### config.mk
export PLATFORM = sky130hd
export DESIGN_NAME = imu_message_frame_parser_core
export DESIGN_NICKNAME = d
export VERILOG_FILES = /design/src/hw/rtl/imfp_pkg.sv /design/src/hw/rtl/imfp_csr.sv /design/src/hw/rtl/imfp_parse.sv /design/src/hw/rtl/imu_message_frame_parser_core.sv
export VERILOG_INCLUDE_DIRS = /design/src /design/src/hw/rtl
export SDC_FILE = /design/constraint.sdc
export NUM_CORES = 1
export LEC_CHECK = 0
export BUFFER_PORTS_ARGS = -buffer_cell sky130_fd_sc_hd__buf_4
export CORE_MARGIN = 5
export CORE_UTILIZATION = 53
export CTS_CLUSTER_SIZE = 24
export DETAILED_ROUTE_END_ITERATION = 10
export PLACE_DENSITY = 0.76
export SKIP_CTS_REPAIR_TIMING = 1
export SYNTH_ARGS = -nofsm -noshare
export SYNTH_HDL_FRONTEND = slang
export SYNTH_HIERARCHICAL = 1
export SYNTH_SLANG_ARGS = --single-unit
### constraint.sdc
create_clock -name clock -period 4.85 [get_ports clock]
set_input_delay 0.485 -clock clock [delete_from_list [all_inputs] [get_ports clock]]
set_output_delay 0.485 -clock clock [all_outputs]
set_load 0.005 [all_outputs]
### src/hw/rtl/assert_macros.svh
// assertion macros used by the frame parser rtl
// no dependencies
`ifndef ASSERT_MACROS_SVH
`define ASSERT_MACROS_SVH

// condition holds at every clock edge outside reset
`define ASSERT_ALWAYS(label, clk, rst, cond) \
   label: assert property (@(posedge clk) disable iff (rst) (cond)) \
      else $error("assertion failed: condition violated");

// antecedent implies consequent in the same cycle
`define ASSERT_IMPLY(label, clk, rst, ante, cons) \
   label: assert property (@(posedge clk) disable iff (rst) (ante) |-> (cons)) \
      else $error("assertion failed: implication violated");

`endif

### src/hw/rtl/imfp_pkg.sv
// types and constants of the imu message frame parser
// no dependencies
package imfp_pkg;

   localparam int unsigned BYTE_W = 8;
   localparam int unsigned CSR_INDEX_W = 2;
   localparam logic [BYTE_W-1:0] PAYLOAD_CAP = 8'd254;

   localparam logic [CSR_INDEX_W-1:0] CSR_START_BYTE = 2'd0;
   localparam logic [CSR_INDEX_W-1:0] CSR_BUS_ID = 2'd1;
   localparam logic [CSR_INDEX_W-1:0] CSR_MAX_PAYLOAD = 2'd2;

   localparam logic [BYTE_W-1:0] RST_START_BYTE = 8'd250;
   localparam logic [BYTE_W-1:0] RST_BUS_ID = 8'd255;
   localparam logic [BYTE_W-1:0] RST_MAX_PAYLOAD = 8'd254;

   typedef enum logic [2:0] {
      PH_HUNT = 3'd0,
      PH_BUS  = 3'd1,
      PH_ID   = 3'd2,
      PH_LEN  = 3'd3,
      PH_DATA = 3'd4,
      PH_SUM  = 3'd5
   } phase_type;

   typedef enum logic [1:0] {
      ERR_NONE     = 2'd0,
      ERR_BUS_ID   = 2'd1,
      ERR_TOO_LONG = 2'd2,
      ERR_CHECKSUM = 2'd3
   } error_type;

   typedef struct packed {
      logic [BYTE_W-1:0] start_byte;
      logic [BYTE_W-1:0] bus_id;
      logic [BYTE_W-1:0] max_payload;
   } cfg_type;

   typedef struct packed {
      logic              payload_valid;
      logic [BYTE_W-1:0] payload_index;
      logic [BYTE_W-1:0] payload_byte;
      logic              frame_done;
      error_type         error_kind;
      logic [BYTE_W-1:0] msg_id;
      logic [BYTE_W-1:0] msg_len;
   } result_type;

endpackage

### src/hw/rtl/imfp_csr.sv
// configuration registers of the frame parser: start byte, bus id, payload limit
// depends on imfp_pkg
module imfp_csr (
   input  logic                            clock,
   input  logic                            reset,
   input  logic                            csr_valid,
   output logic                            csr_ready,
   input  logic [imfp_pkg::CSR_INDEX_W-1:0] csr_index,
   input  logic [imfp_pkg::BYTE_W-1:0]      csr_wdata,
   output imfp_pkg::cfg_type                cfg
);
   import imfp_pkg::*;

   cfg_type cfg_ff;
   cfg_type cfg_in;

   assign csr_ready = 1'b1;
   assign cfg = cfg_ff;

   always_comb begin
      cfg_in = cfg_ff;
      if (csr_valid && csr_ready) begin
         case (csr_index)
            CSR_START_BYTE:  cfg_in.start_byte = csr_wdata;
            CSR_BUS_ID:      cfg_in.bus_id = csr_wdata;
            CSR_MAX_PAYLOAD: cfg_in.max_payload = csr_wdata;
            default:         cfg_in = cfg_ff;
         endcase
      end
   end

   always_ff @(posedge clock) begin
      if (reset) begin
         cfg_ff.start_byte <= RST_START_BYTE;
         cfg_ff.bus_id <= RST_BUS_ID;
         cfg_ff.max_payload <= RST_MAX_PAYLOAD;
      end else begin
         cfg_ff <= cfg_in;
      end
   end

endmodule

### src/hw/rtl/imfp_parse.sv
// frame state machine: phase, frame fields, payload counter and checksum
// depends on imfp_pkg and assert_macros.svh
`include "assert_macros.svh"

module imfp_parse (
   input  logic                       clock,
   input  logic                       reset,
   input  logic                       step,
   input  logic [imfp_pkg::BYTE_W-1:0] in_byte,
   input  imfp_pkg::cfg_type           cfg,
   output imfp_pkg::result_type        result
);
   import imfp_pkg::*;

   phase_type         phase_ff, phase_in;
   logic [BYTE_W-1:0] frame_id_ff, frame_id_in;
   logic [BYTE_W-1:0] frame_len_ff, frame_len_in;
   logic [BYTE_W-1:0] byte_count_ff, byte_count_in;
   logic [BYTE_W-1:0] running_sum_ff, running_sum_in;
   logic [BYTE_W-1:0] sum;
   logic [BYTE_W-1:0] limit;

   assign sum = running_sum_ff + in_byte;
   assign limit = (cfg.max_payload < PAYLOAD_CAP) ? cfg.max_payload : PAYLOAD_CAP;

   always_comb begin
      phase_in = phase_ff;
      frame_id_in = frame_id_ff;
      frame_len_in = frame_len_ff;
      byte_count_in = byte_count_ff;
      running_sum_in = running_sum_ff;
      result = '0;
      case (phase_ff)
         PH_BUS: begin
            running_sum_in = sum;
            if (in_byte != cfg.bus_id) begin
               result.error_kind = ERR_BUS_ID;
               phase_in = PH_HUNT;
            end else begin
               phase_in = PH_ID;
            end
         end
         PH_ID: begin
            running_sum_in = sum;
            frame_id_in = in_byte;
            phase_in = PH_LEN;
         end
         PH_LEN: begin
            running_sum_in = sum;
            if (in_byte > limit) begin
               result.error_kind = ERR_TOO_LONG;
               phase_in = PH_HUNT;
            end else begin
               frame_len_in = in_byte;
               byte_count_in = '0;
               phase_in = (in_byte == '0) ? PH_SUM : PH_DATA;
            end
         end
         PH_DATA: begin
            running_sum_in = sum;
            result.payload_valid = 1'b1;
            result.payload_index = byte_count_ff;
            result.payload_byte = in_byte;
            byte_count_in = byte_count_ff + 1'b1;
            if (byte_count_in >= frame_len_ff) begin
               phase_in = PH_SUM;
            end
         end
         PH_SUM: begin
            running_sum_in = sum;
            if (sum == '0) begin
               result.frame_done = 1'b1;
            end else begin
               result.error_kind = ERR_CHECKSUM;
            end
            phase_in = PH_HUNT;
         end
         default: begin
            phase_in = PH_HUNT;
            if (in_byte == cfg.start_byte) begin
               phase_in = PH_BUS;
               running_sum_in = '0;
               frame_id_in = '0;
               frame_len_in = '0;
               byte_count_in = '0;
            end
         end
      endcase
      result.msg_id = frame_id_in;
      result.msg_len = frame_len_in;
   end

   always_ff @(posedge clock) begin
      if (reset) begin
         phase_ff <= PH_HUNT;
         frame_id_ff <= '0;
         frame_len_ff <= '0;
         byte_count_ff <= '0;
         running_sum_ff <= '0;
      end else if (step) begin
         phase_ff <= phase_in;
         frame_id_ff <= frame_id_in;
         frame_len_ff <= frame_len_in;
         byte_count_ff <= byte_count_in;
         running_sum_ff <= running_sum_in;
      end
   end

   `ASSERT_IMPLY(a_data_len_nonzero, clock, reset, phase_ff == PH_DATA, frame_len_ff != '0)
   `ASSERT_IMPLY(a_data_count_in_range, clock, reset, phase_ff == PH_DATA,
                 byte_count_ff < frame_len_ff)
   `ASSERT_IMPLY(a_done_has_no_error, clock, reset, step && result.frame_done,
                 result.error_kind == ERR_NONE && !result.payload_valid)

endmodule

### src/hw/rtl/imu_message_frame_parser_core.sv
// top level of the imu message frame parser: input register, frame parser, result register
// depends on imfp_pkg, imfp_csr and imfp_parse

// Takes one received byte per transaction and emits exactly one result transaction per
// byte: payload bytes with their index, a done flag on a good checksum, and an error code
// for a wrong bus id, an over-long length or a bad checksum. A byte is taken every cycle
// when the result side keeps up; each byte passes through the input register and then the
// result register, with the frame state machine between them updating on each byte.
// Configuration writes are always ready and take effect from the next byte.
module imu_message_frame_parser_core (
   input  logic                            clock,
   input  logic                            reset,
   input  logic                            req_valid,
   output logic                            req_stall,
   input  logic [imfp_pkg::BYTE_W-1:0]      req_in_byte,
   output logic                            rsp_valid,
   input  logic                            rsp_stall,
   output logic                            rsp_payload_valid,
   output logic [imfp_pkg::BYTE_W-1:0]      rsp_payload_index,
   output logic [imfp_pkg::BYTE_W-1:0]      rsp_payload_byte,
   output logic                            rsp_frame_done,
   output logic [1:0]                      rsp_error_kind,
   output logic [imfp_pkg::BYTE_W-1:0]      rsp_msg_id,
   output logic [imfp_pkg::BYTE_W-1:0]      rsp_msg_len,
   input  logic                            csr_valid,
   output logic                            csr_ready,
   input  logic [imfp_pkg::CSR_INDEX_W-1:0] csr_index,
   input  logic [imfp_pkg::BYTE_W-1:0]      csr_wdata
);
   import imfp_pkg::*;

   cfg_type           cfg;
   result_type        result;
   result_type        rsp_ff, rsp_in;
   logic              rsp_valid_ff, rsp_valid_in;
   logic              in_valid_ff, in_valid_in;
   logic [BYTE_W-1:0] in_byte_ff, in_byte_in;
   logic              advance;

   // move the input register into the result register when the result slot frees
   assign advance = in_valid_ff && (!rsp_valid_ff || !rsp_stall);
   assign req_stall = in_valid_ff && rsp_valid_ff && rsp_stall;

   imfp_csr u_csr (
      .clock     (clock),
      .reset     (reset),
      .csr_valid (csr_valid),
      .csr_ready (csr_ready),
      .csr_index (csr_index),
      .csr_wdata (csr_wdata),
      .cfg       (cfg)
   );

   imfp_parse u_parse (
      .clock   (clock),
      .reset   (reset),
      .step    (advance),
      .in_byte (in_byte_ff),
      .cfg     (cfg),
      .result  (result)
   );

   always_comb begin
      in_valid_in = in_valid_ff;
      in_byte_in = in_byte_ff;
      if (!req_stall) begin
         in_valid_in = req_valid;
         in_byte_in = req_in_byte;
      end
      rsp_valid_in = rsp_valid_ff;
      rsp_in = rsp_ff;
      if (advance) begin
         rsp_valid_in = 1'b1;
         rsp_in = result;
      end else if (!rsp_stall) begin
         rsp_valid_in = 1'b0;
      end
   end

   always_ff @(posedge clock) begin
      if (reset) begin
         in_valid_ff <= 1'b0;
         rsp_valid_ff <= 1'b0;
      end else begin
         in_valid_ff <= in_valid_in;
         rsp_valid_ff <= rsp_valid_in;
      end
   end

   always_ff @(posedge clock) begin
      in_byte_ff <= in_byte_in;
      rsp_ff <= rsp_in;
   end

   assign rsp_valid = rsp_valid_ff;
   assign rsp_payload_valid = rsp_ff.payload_valid;
   assign rsp_payload_index = rsp_ff.payload_index;
   assign rsp_payload_byte = rsp_ff.payload_byte;
   assign rsp_frame_done = rsp_ff.frame_done;
   assign rsp_error_kind = rsp_ff.error_kind;
   assign rsp_msg_id = rsp_ff.msg_id;
   assign rsp_msg_len = rsp_ff.msg_len;

endmodule
======== After elaboration in Yosys (flattened, before gate mapping) ========
Cells that the tools add are included.
storage, ports and cells
  word-level logic and storage cells ...... 81
  input port bits ......................... 23
  flip-flop bits (word level) ............. 105
operators by class
  order comparisons ....................... 3
  reductions and logical operators ........ 21
  add/subtract/negate cells ............... 2
  mux-type cells .......................... 24
  bitwise logic cells ..................... 1
  equality and inequality tests ........... 12
operator list
  operator                                               count
  2-to-1 mux 8 bit                                       7
  one-hot mux 8 bit (2 select lines)                     2
  one-hot mux 8 bit (3 select lines)                     1
  2-to-1 mux 17 bit                                      1
  zero test 8 bit                                        2
  one-hot mux 3 bit (5 select lines)                     1
  AND reduction 2 bit                                    5
  adder 8 x 1 -> 8 bit, second input constant            1
  adder 8 bit                                            1
  == test 8 bit                                          1
  greater-or-equal comparator 8 bit                      1
  > comparator 8 bit                                     1
  less-than comparator 8 bit, second input constant      1
  inequality test 8 bit                                  1
  OR reduction 4 bit                                     2
  == test 3 x 2 -> 1 bit, second input constant          2
  == test 3 bit, second input constant                   2
  2-to-1 mux 1 bit                                       6
  2-to-1 mux 2 bit                                       3
  2-to-1 mux 3 bit                                       2
  one-hot mux 2 bit (3 select lines)                     1
  OR reduction 5 bit                                     1
  inequality test 2 x 1 -> 1 bit, second input constant  2
  AND reduction 4 bit                                    1
  other kinds (12)                                       15

======== Longest topological paths before layout ========
  word-level depth ........................ 5
  depth in mapped cells ................... 12

======== Hierarchy ========
Netlist, hierarchy kept.
modules (own cells, without submodules)
  module                         area an instance (um2)  cells an instance  times used
  imfp_parse                     2961.6                  382                1
  imu_message_frame_parser_core  1403.8                  53                 1
  imfp_csr                       948.4                   94                 1

======== Worst setup path after synthesis ========
OpenSTA, ideal clock, no wires.
  path kind ............................... input to register
  from .................................... input rsp_stall
  to ...................................... register u_parse.running_sum_ff[0]
  library setup time ...................... 0.128 ns
  stages .................................. 6
  data arrival time ....................... 4.431 ns
  data required time ...................... 4.722 ns
  path slack .............................. 0.291 ns
  path buffers ............................ 2
  cells stage by stage .................... a21boi_0 > clkbuf_1 > clkbuf_1 > o21ai_1 > a22oi_1 > nor2_1
between the ends
  word-level cells in the longest chain between the ends .. 4
ends and longest elaborated chain
  element                        line                                 text
  start, declared                imu_message_frame_parser_core.sv:17  input logic rsp_stall,
  zero test 1 bit                n/a
  logical OR 1 bit               imu_message_frame_parser_core.sv:41  assign advance = in_valid_ff && (!rsp_valid_ff || !rsp_stall);
  logical AND 1 bit              imu_message_frame_parser_core.sv:41
  AND reduction 2 bit (no line)  n/a
  end signal, assigned           imfp_parse.sv:105                    running_sum_ff <= running_sum_in;
  end, declared                  imfp_parse.sv:19                     logic [BYTE_W-1:0] running_sum_ff, running_sum_in;
No other way between the ends.
A chain may end at the register's enable or synchronous reset.

==> results list <==
* Number of distinct library cells after synthesis: 61
* Number of flops mapped to enable cells by yosys: 44
- The final count of pins violating max slew came to 0.
- Dividing the detail-routed wire length by the instance count gives 16.6 um.
* Start-to-end type of the worst setup path: reg2reg
- The core region is 9770 sq um.
* Global-route congestion overflow total: 0
- Met3 wire len: 685 um
- For this run, design rule violations remaining after detail routing come to 0.
- Clk_lat worst skew: 370 ps
* # setup viols final: 0
* Kind of cell adding the most delay to the critical path: compound AO/OA/AOI/OAI gates
- Before antenna repair, the detailed router went through 5 iterations.
- The initial utilization of the core area, before any placement, comes to 0.544.
* Number of global-route vias before repair: 4006
- Entering global routing, the biggest net connects 80 pins.
- For this run, the total global-route usage over all layers was measured as 0.205.
- The worst path meets setup with 1800 ps of slack.
* FP Rows: 36
- Die Y: 110 um
* Detailed Route Iter0 Violations: 336
- Met2 layer wire length in the routed design: 5540 um
* Post-synth design cell area: 5310 sq um
- Min Tclk post-route: 3050 ps
- In the synthesized netlist the dominant register cell turns out to be sky130_fd_sc_hd__dfxtp_1.
- In this run the remaining antenna-violating nets after routing total 0.
* Area growth from synthesis to layout: 13.6%
* Sequential-to-total area share from yosys stat: 0.478
- The worst setup path is launched from a register.
- In this run the mean area of a mapped cell was 10.0 sq um.
* NumNets Final: 619
- Derived from the worst setup path, the maximum achievable clock frequency is 328 MHz.
* Overall die area: 12100 sq um
- Worst stage delay on the critical path: 550 ps
- The first global-routing pass estimated 19300 um of wire.
* Share of final-layout standard cells stronger than drive strength 1: 0.159
- Highest Signal Layer: met4
- Post-Syn Nets: 578
* Post-route fraction of the period consumed by the critical path: 0.628
* Routability congestion estimate: 0.896
- The tree is rooted in a sky130_fd_sc_hd__clkbuf_8.
- During synthesis, Yosys emitted a total of 6 warnings.
* Clock tree from TritonCTS: built
- The HPWL after detailed placement is 8110 um.
- The routed layout has 4014 vias.
- Via-per-instance ratio: 5.68
- The die is 110 um wide.
- The path class of the tightest hold or removal check is in2reg.
- The placed instances occupy a cell area of 5800 sq um.
- The completed layout was analyzed and its total power is 1.73 mW.
- IR analysis of the VDD net gives a maximum drop of 0.148 mV.
- In this run the static leakage power is 2.47 nW.
- TritonCTS buffer count: 9
- The cell count after synthesis came out at 529.
* Worst Tran Pin Value: 1080 ps
- Setup repair after global routing left no endpoint under its margin.
- The clock drives 105 sinks.
- In this run the tightest slew margin relative to its limit is 0.276.
* Crit path required time: 5080 ps
- Post-Layout Inst Area: 6040 sq um
- After synthesis the netlist holds a flip-flop and latch count of 105.
- Post-Route Utilization: 0.618
- Max-cap violation count: 0
- The flow ran to the end, and the final reports show no timing, DRC or antenna violations.
* Port bufs: 60
- Top cell type by total area after synthesis: sky130_fd_sc_hd__edfxtp_1
- I/O pins: 62
- The signal on the critical path passes through inv_1 -> o41a_1 -> ha_1 -> nand4_1 -> or3b_2 -> a21oi_2 -> nor3_1 -> buf_4 -> o21bai_2 -> a22o_1.
* Top-area cell type share of the netlist area: 0.249
* Critical Path End Type: register
- Accumulated negative setup slack: 0 ps
- Reg clk slew, reported paths: 90 ps
- Antenna violations before repair: 0
* Worst path slowest cell: sky130_fd_sc_hd__o21bai_2
- N_diodes: 0
- After detailed routing, the total wire length is 11700 um.
* Maximum clock insertion buffer count: 2
* H-tree levels: 3
* CP Max Fanout: 16
- For this block, wires on met1 add up to 5260 um.
- Biggest area contributors in the synthesized netlist: sky130_fd_sc_hd__edfxtp_1, sky130_fd_sc_hd__dfxtp_1, sky130_fd_sc_hd__ha_1, sky130_fd_sc_hd__mux2i_1, sky130_fd_sc_hd__nor2_1
- After synthesis, the share of flip-flops with an asynchronous set or reset is 0.
* Final Hold Viols: 0
* Cell area power density: 286 nW/um^2
* Setup WS pre-CTS: 1870 ps
- Clock skew on the completed layout was measured at 16.2 ps.
- Arrival time reported for the critical path endpoint: 3280 ps
* Count of buffering cells on the critical path with inverters included: 2
layout make-up:
cell class              count  area, sq um
clock buffers              10          128
clock inverters             5          106
inverters                  21         78.8
repair buffers             64          480
fillers                   815         3740
well taps                 133          166
flip-flops and latches    105         2540
multi-input cells         369         2530
cells by family (layout without fill, tap and decap cells):
| logic type | after synthesis | after routing | share of synthesized area |
|---|---|---|---|
| other | 1 | 1 | 0.000706 |
| AO/OA/AOI/OAI | 101 | 101 | 0.140 |
| multiplexers | 26 | 26 | 0.0494 |
| XOR/XNOR | 30 | 30 | 0.0494 |
| AND/OR/NAND/NOR | 185 | 185 | 0.173 |
| adder cells (fa/ha/maj) | 26 | 26 | 0.0626 |
| buffers and inverters | 55 | 100 | 0.0466 |
| flip-flops | 105 | 105 | 0.478 |
worst reg2reg max path, stage by stage, from the launching register on:
cell                       delay, ps
sky130_fd_sc_hd__dfxtp_1         350
sky130_fd_sc_hd__inv_1            60
sky130_fd_sc_hd__o41a_1          420
sky130_fd_sc_hd__ha_1            280
sky130_fd_sc_hd__nand4_1         100
sky130_fd_sc_hd__or3b_2          460
sky130_fd_sc_hd__a21oi_2         200
sky130_fd_sc_hd__nor3_1           80
sky130_fd_sc_hd__buf_4           190
sky130_fd_sc_hd__o21bai_2        550
sky130_fd_sc_hd__a22o_1          230
state kept, by name (all words and copies together), names as in the netlist, 2 cells and up:
signal	count
rsp_error_kind	2
rsp_payload_byte	8
rsp_payload_index	8
rsp_msg_len	8
u_parse/byte_count_ff	8
rsp_msg_id	8
in_byte_ff	8
u_parse/phase_ff	3
u_parse/frame_id_ff	8
u_parse/running_sum_ff	8
u_parse/frame_len_ff	8
u_csr/cfg	24
path summary, 6_finish.rpt:
kind                               start                endpoint  slack [ps]  depth (start not counted)
setup / recovery            u_csr/cfg[1]          rsp_msg_len[1]        1800                         10
hold / removal            req_in_byte[6]           in_byte_ff[6]         290                          1
setup reg to reg            u_csr/cfg[1]          rsp_msg_len[1]        1800                         10
hold reg to reg   u_parse/frame_id_ff[7]  u_parse/frame_id_ff[7]         480                          2
routing by layer:
metal,track usage,vias to the layer above
li1,-,1977
met1,0.266,1878
met3,0.0414,26
met4,0.0932,0
met5,0,-
met2,0.331,133
report_power, final:
group          switching (mW)  internal (mW)
combinational          0.0669         0.0604
clock                   0.290          0.341
sequential             0.0276          0.942
cell usage after synthesis, types with 3 or more instances:
master / count
sky130_fd_sc_hd__a21oi_1: 33
sky130_fd_sc_hd__buf_2: 12
sky130_fd_sc_hd__o21ai_0: 8
sky130_fd_sc_hd__nand2b_1: 8
sky130_fd_sc_hd__nor3b_1: 4
sky130_fd_sc_hd__xor2_1: 6
sky130_fd_sc_hd__nand2_1: 35
sky130_fd_sc_hd__nor2_1: 61
sky130_fd_sc_hd__inv_1: 21
sky130_fd_sc_hd__clkbuf_1: 17
sky130_fd_sc_hd__nor2b_1: 14
sky130_fd_sc_hd__nand3_1: 10
sky130_fd_sc_hd__nand4_1: 7
sky130_fd_sc_hd__nor3_1: 12
sky130_fd_sc_hd__mux2i_1: 24
sky130_fd_sc_hd__buf_4: 3
sky130_fd_sc_hd__dfxtp_1: 61
sky130_fd_sc_hd__a22oi_1: 8
sky130_fd_sc_hd__a221o_1: 8
sky130_fd_sc_hd__edfxtp_1: 44
sky130_fd_sc_hd__xnor2_1: 24
sky130_fd_sc_hd__a22o_1: 11
sky130_fd_sc_hd__a211oi_1: 4
sky130_fd_sc_hd__nor4_1: 3
sky130_fd_sc_hd__ha_1: 25
sky130_fd_sc_hd__a2111o_1: 3
sky130_fd_sc_hd__o2bb2ai_1: 4
sky130_fd_sc_hd__and3_1: 17
metrics by stage:
step           std cells  hold WS (ps)
2_1_floorplan        529           450
3_3_place_gp         692           458
3_5_place_dp         692           468
4_1_cts              707           274
5_1_grt              707           267
6_report             707           289
cells in the final DEF, fill, tap and decap left out, types with 6 or more instances in the layout:
cell and n:
sky130_fd_sc_hd__and3_1 17, sky130_fd_sc_hd__nor2b_1 14, sky130_fd_sc_hd__a221o_1 8, sky130_fd_sc_hd__buf_4 64
sky130_fd_sc_hd__clkbuf_8 9, sky130_fd_sc_hd__nand2_1 35, sky130_fd_sc_hd__nor3_1 12, sky130_fd_sc_hd__a21oi_1 33
sky130_fd_sc_hd__inv_1 21, sky130_fd_sc_hd__ha_1 25, sky130_fd_sc_hd__nand3_1 10, sky130_fd_sc_hd__dfxtp_1 61
sky130_fd_sc_hd__nand2b_1 8, sky130_fd_sc_hd__o21ai_0 8, sky130_fd_sc_hd__nand4_1 7, sky130_fd_sc_hd__xor2_1 6
sky130_fd_sc_hd__a22oi_1 8, sky130_fd_sc_hd__edfxtp_1 44, sky130_fd_sc_hd__mux2i_1 24, sky130_fd_sc_hd__xnor2_1 24
sky130_fd_sc_hd__a22o_1 11, sky130_fd_sc_hd__nor2_1 61
Power figures use the tool's default switching activity.
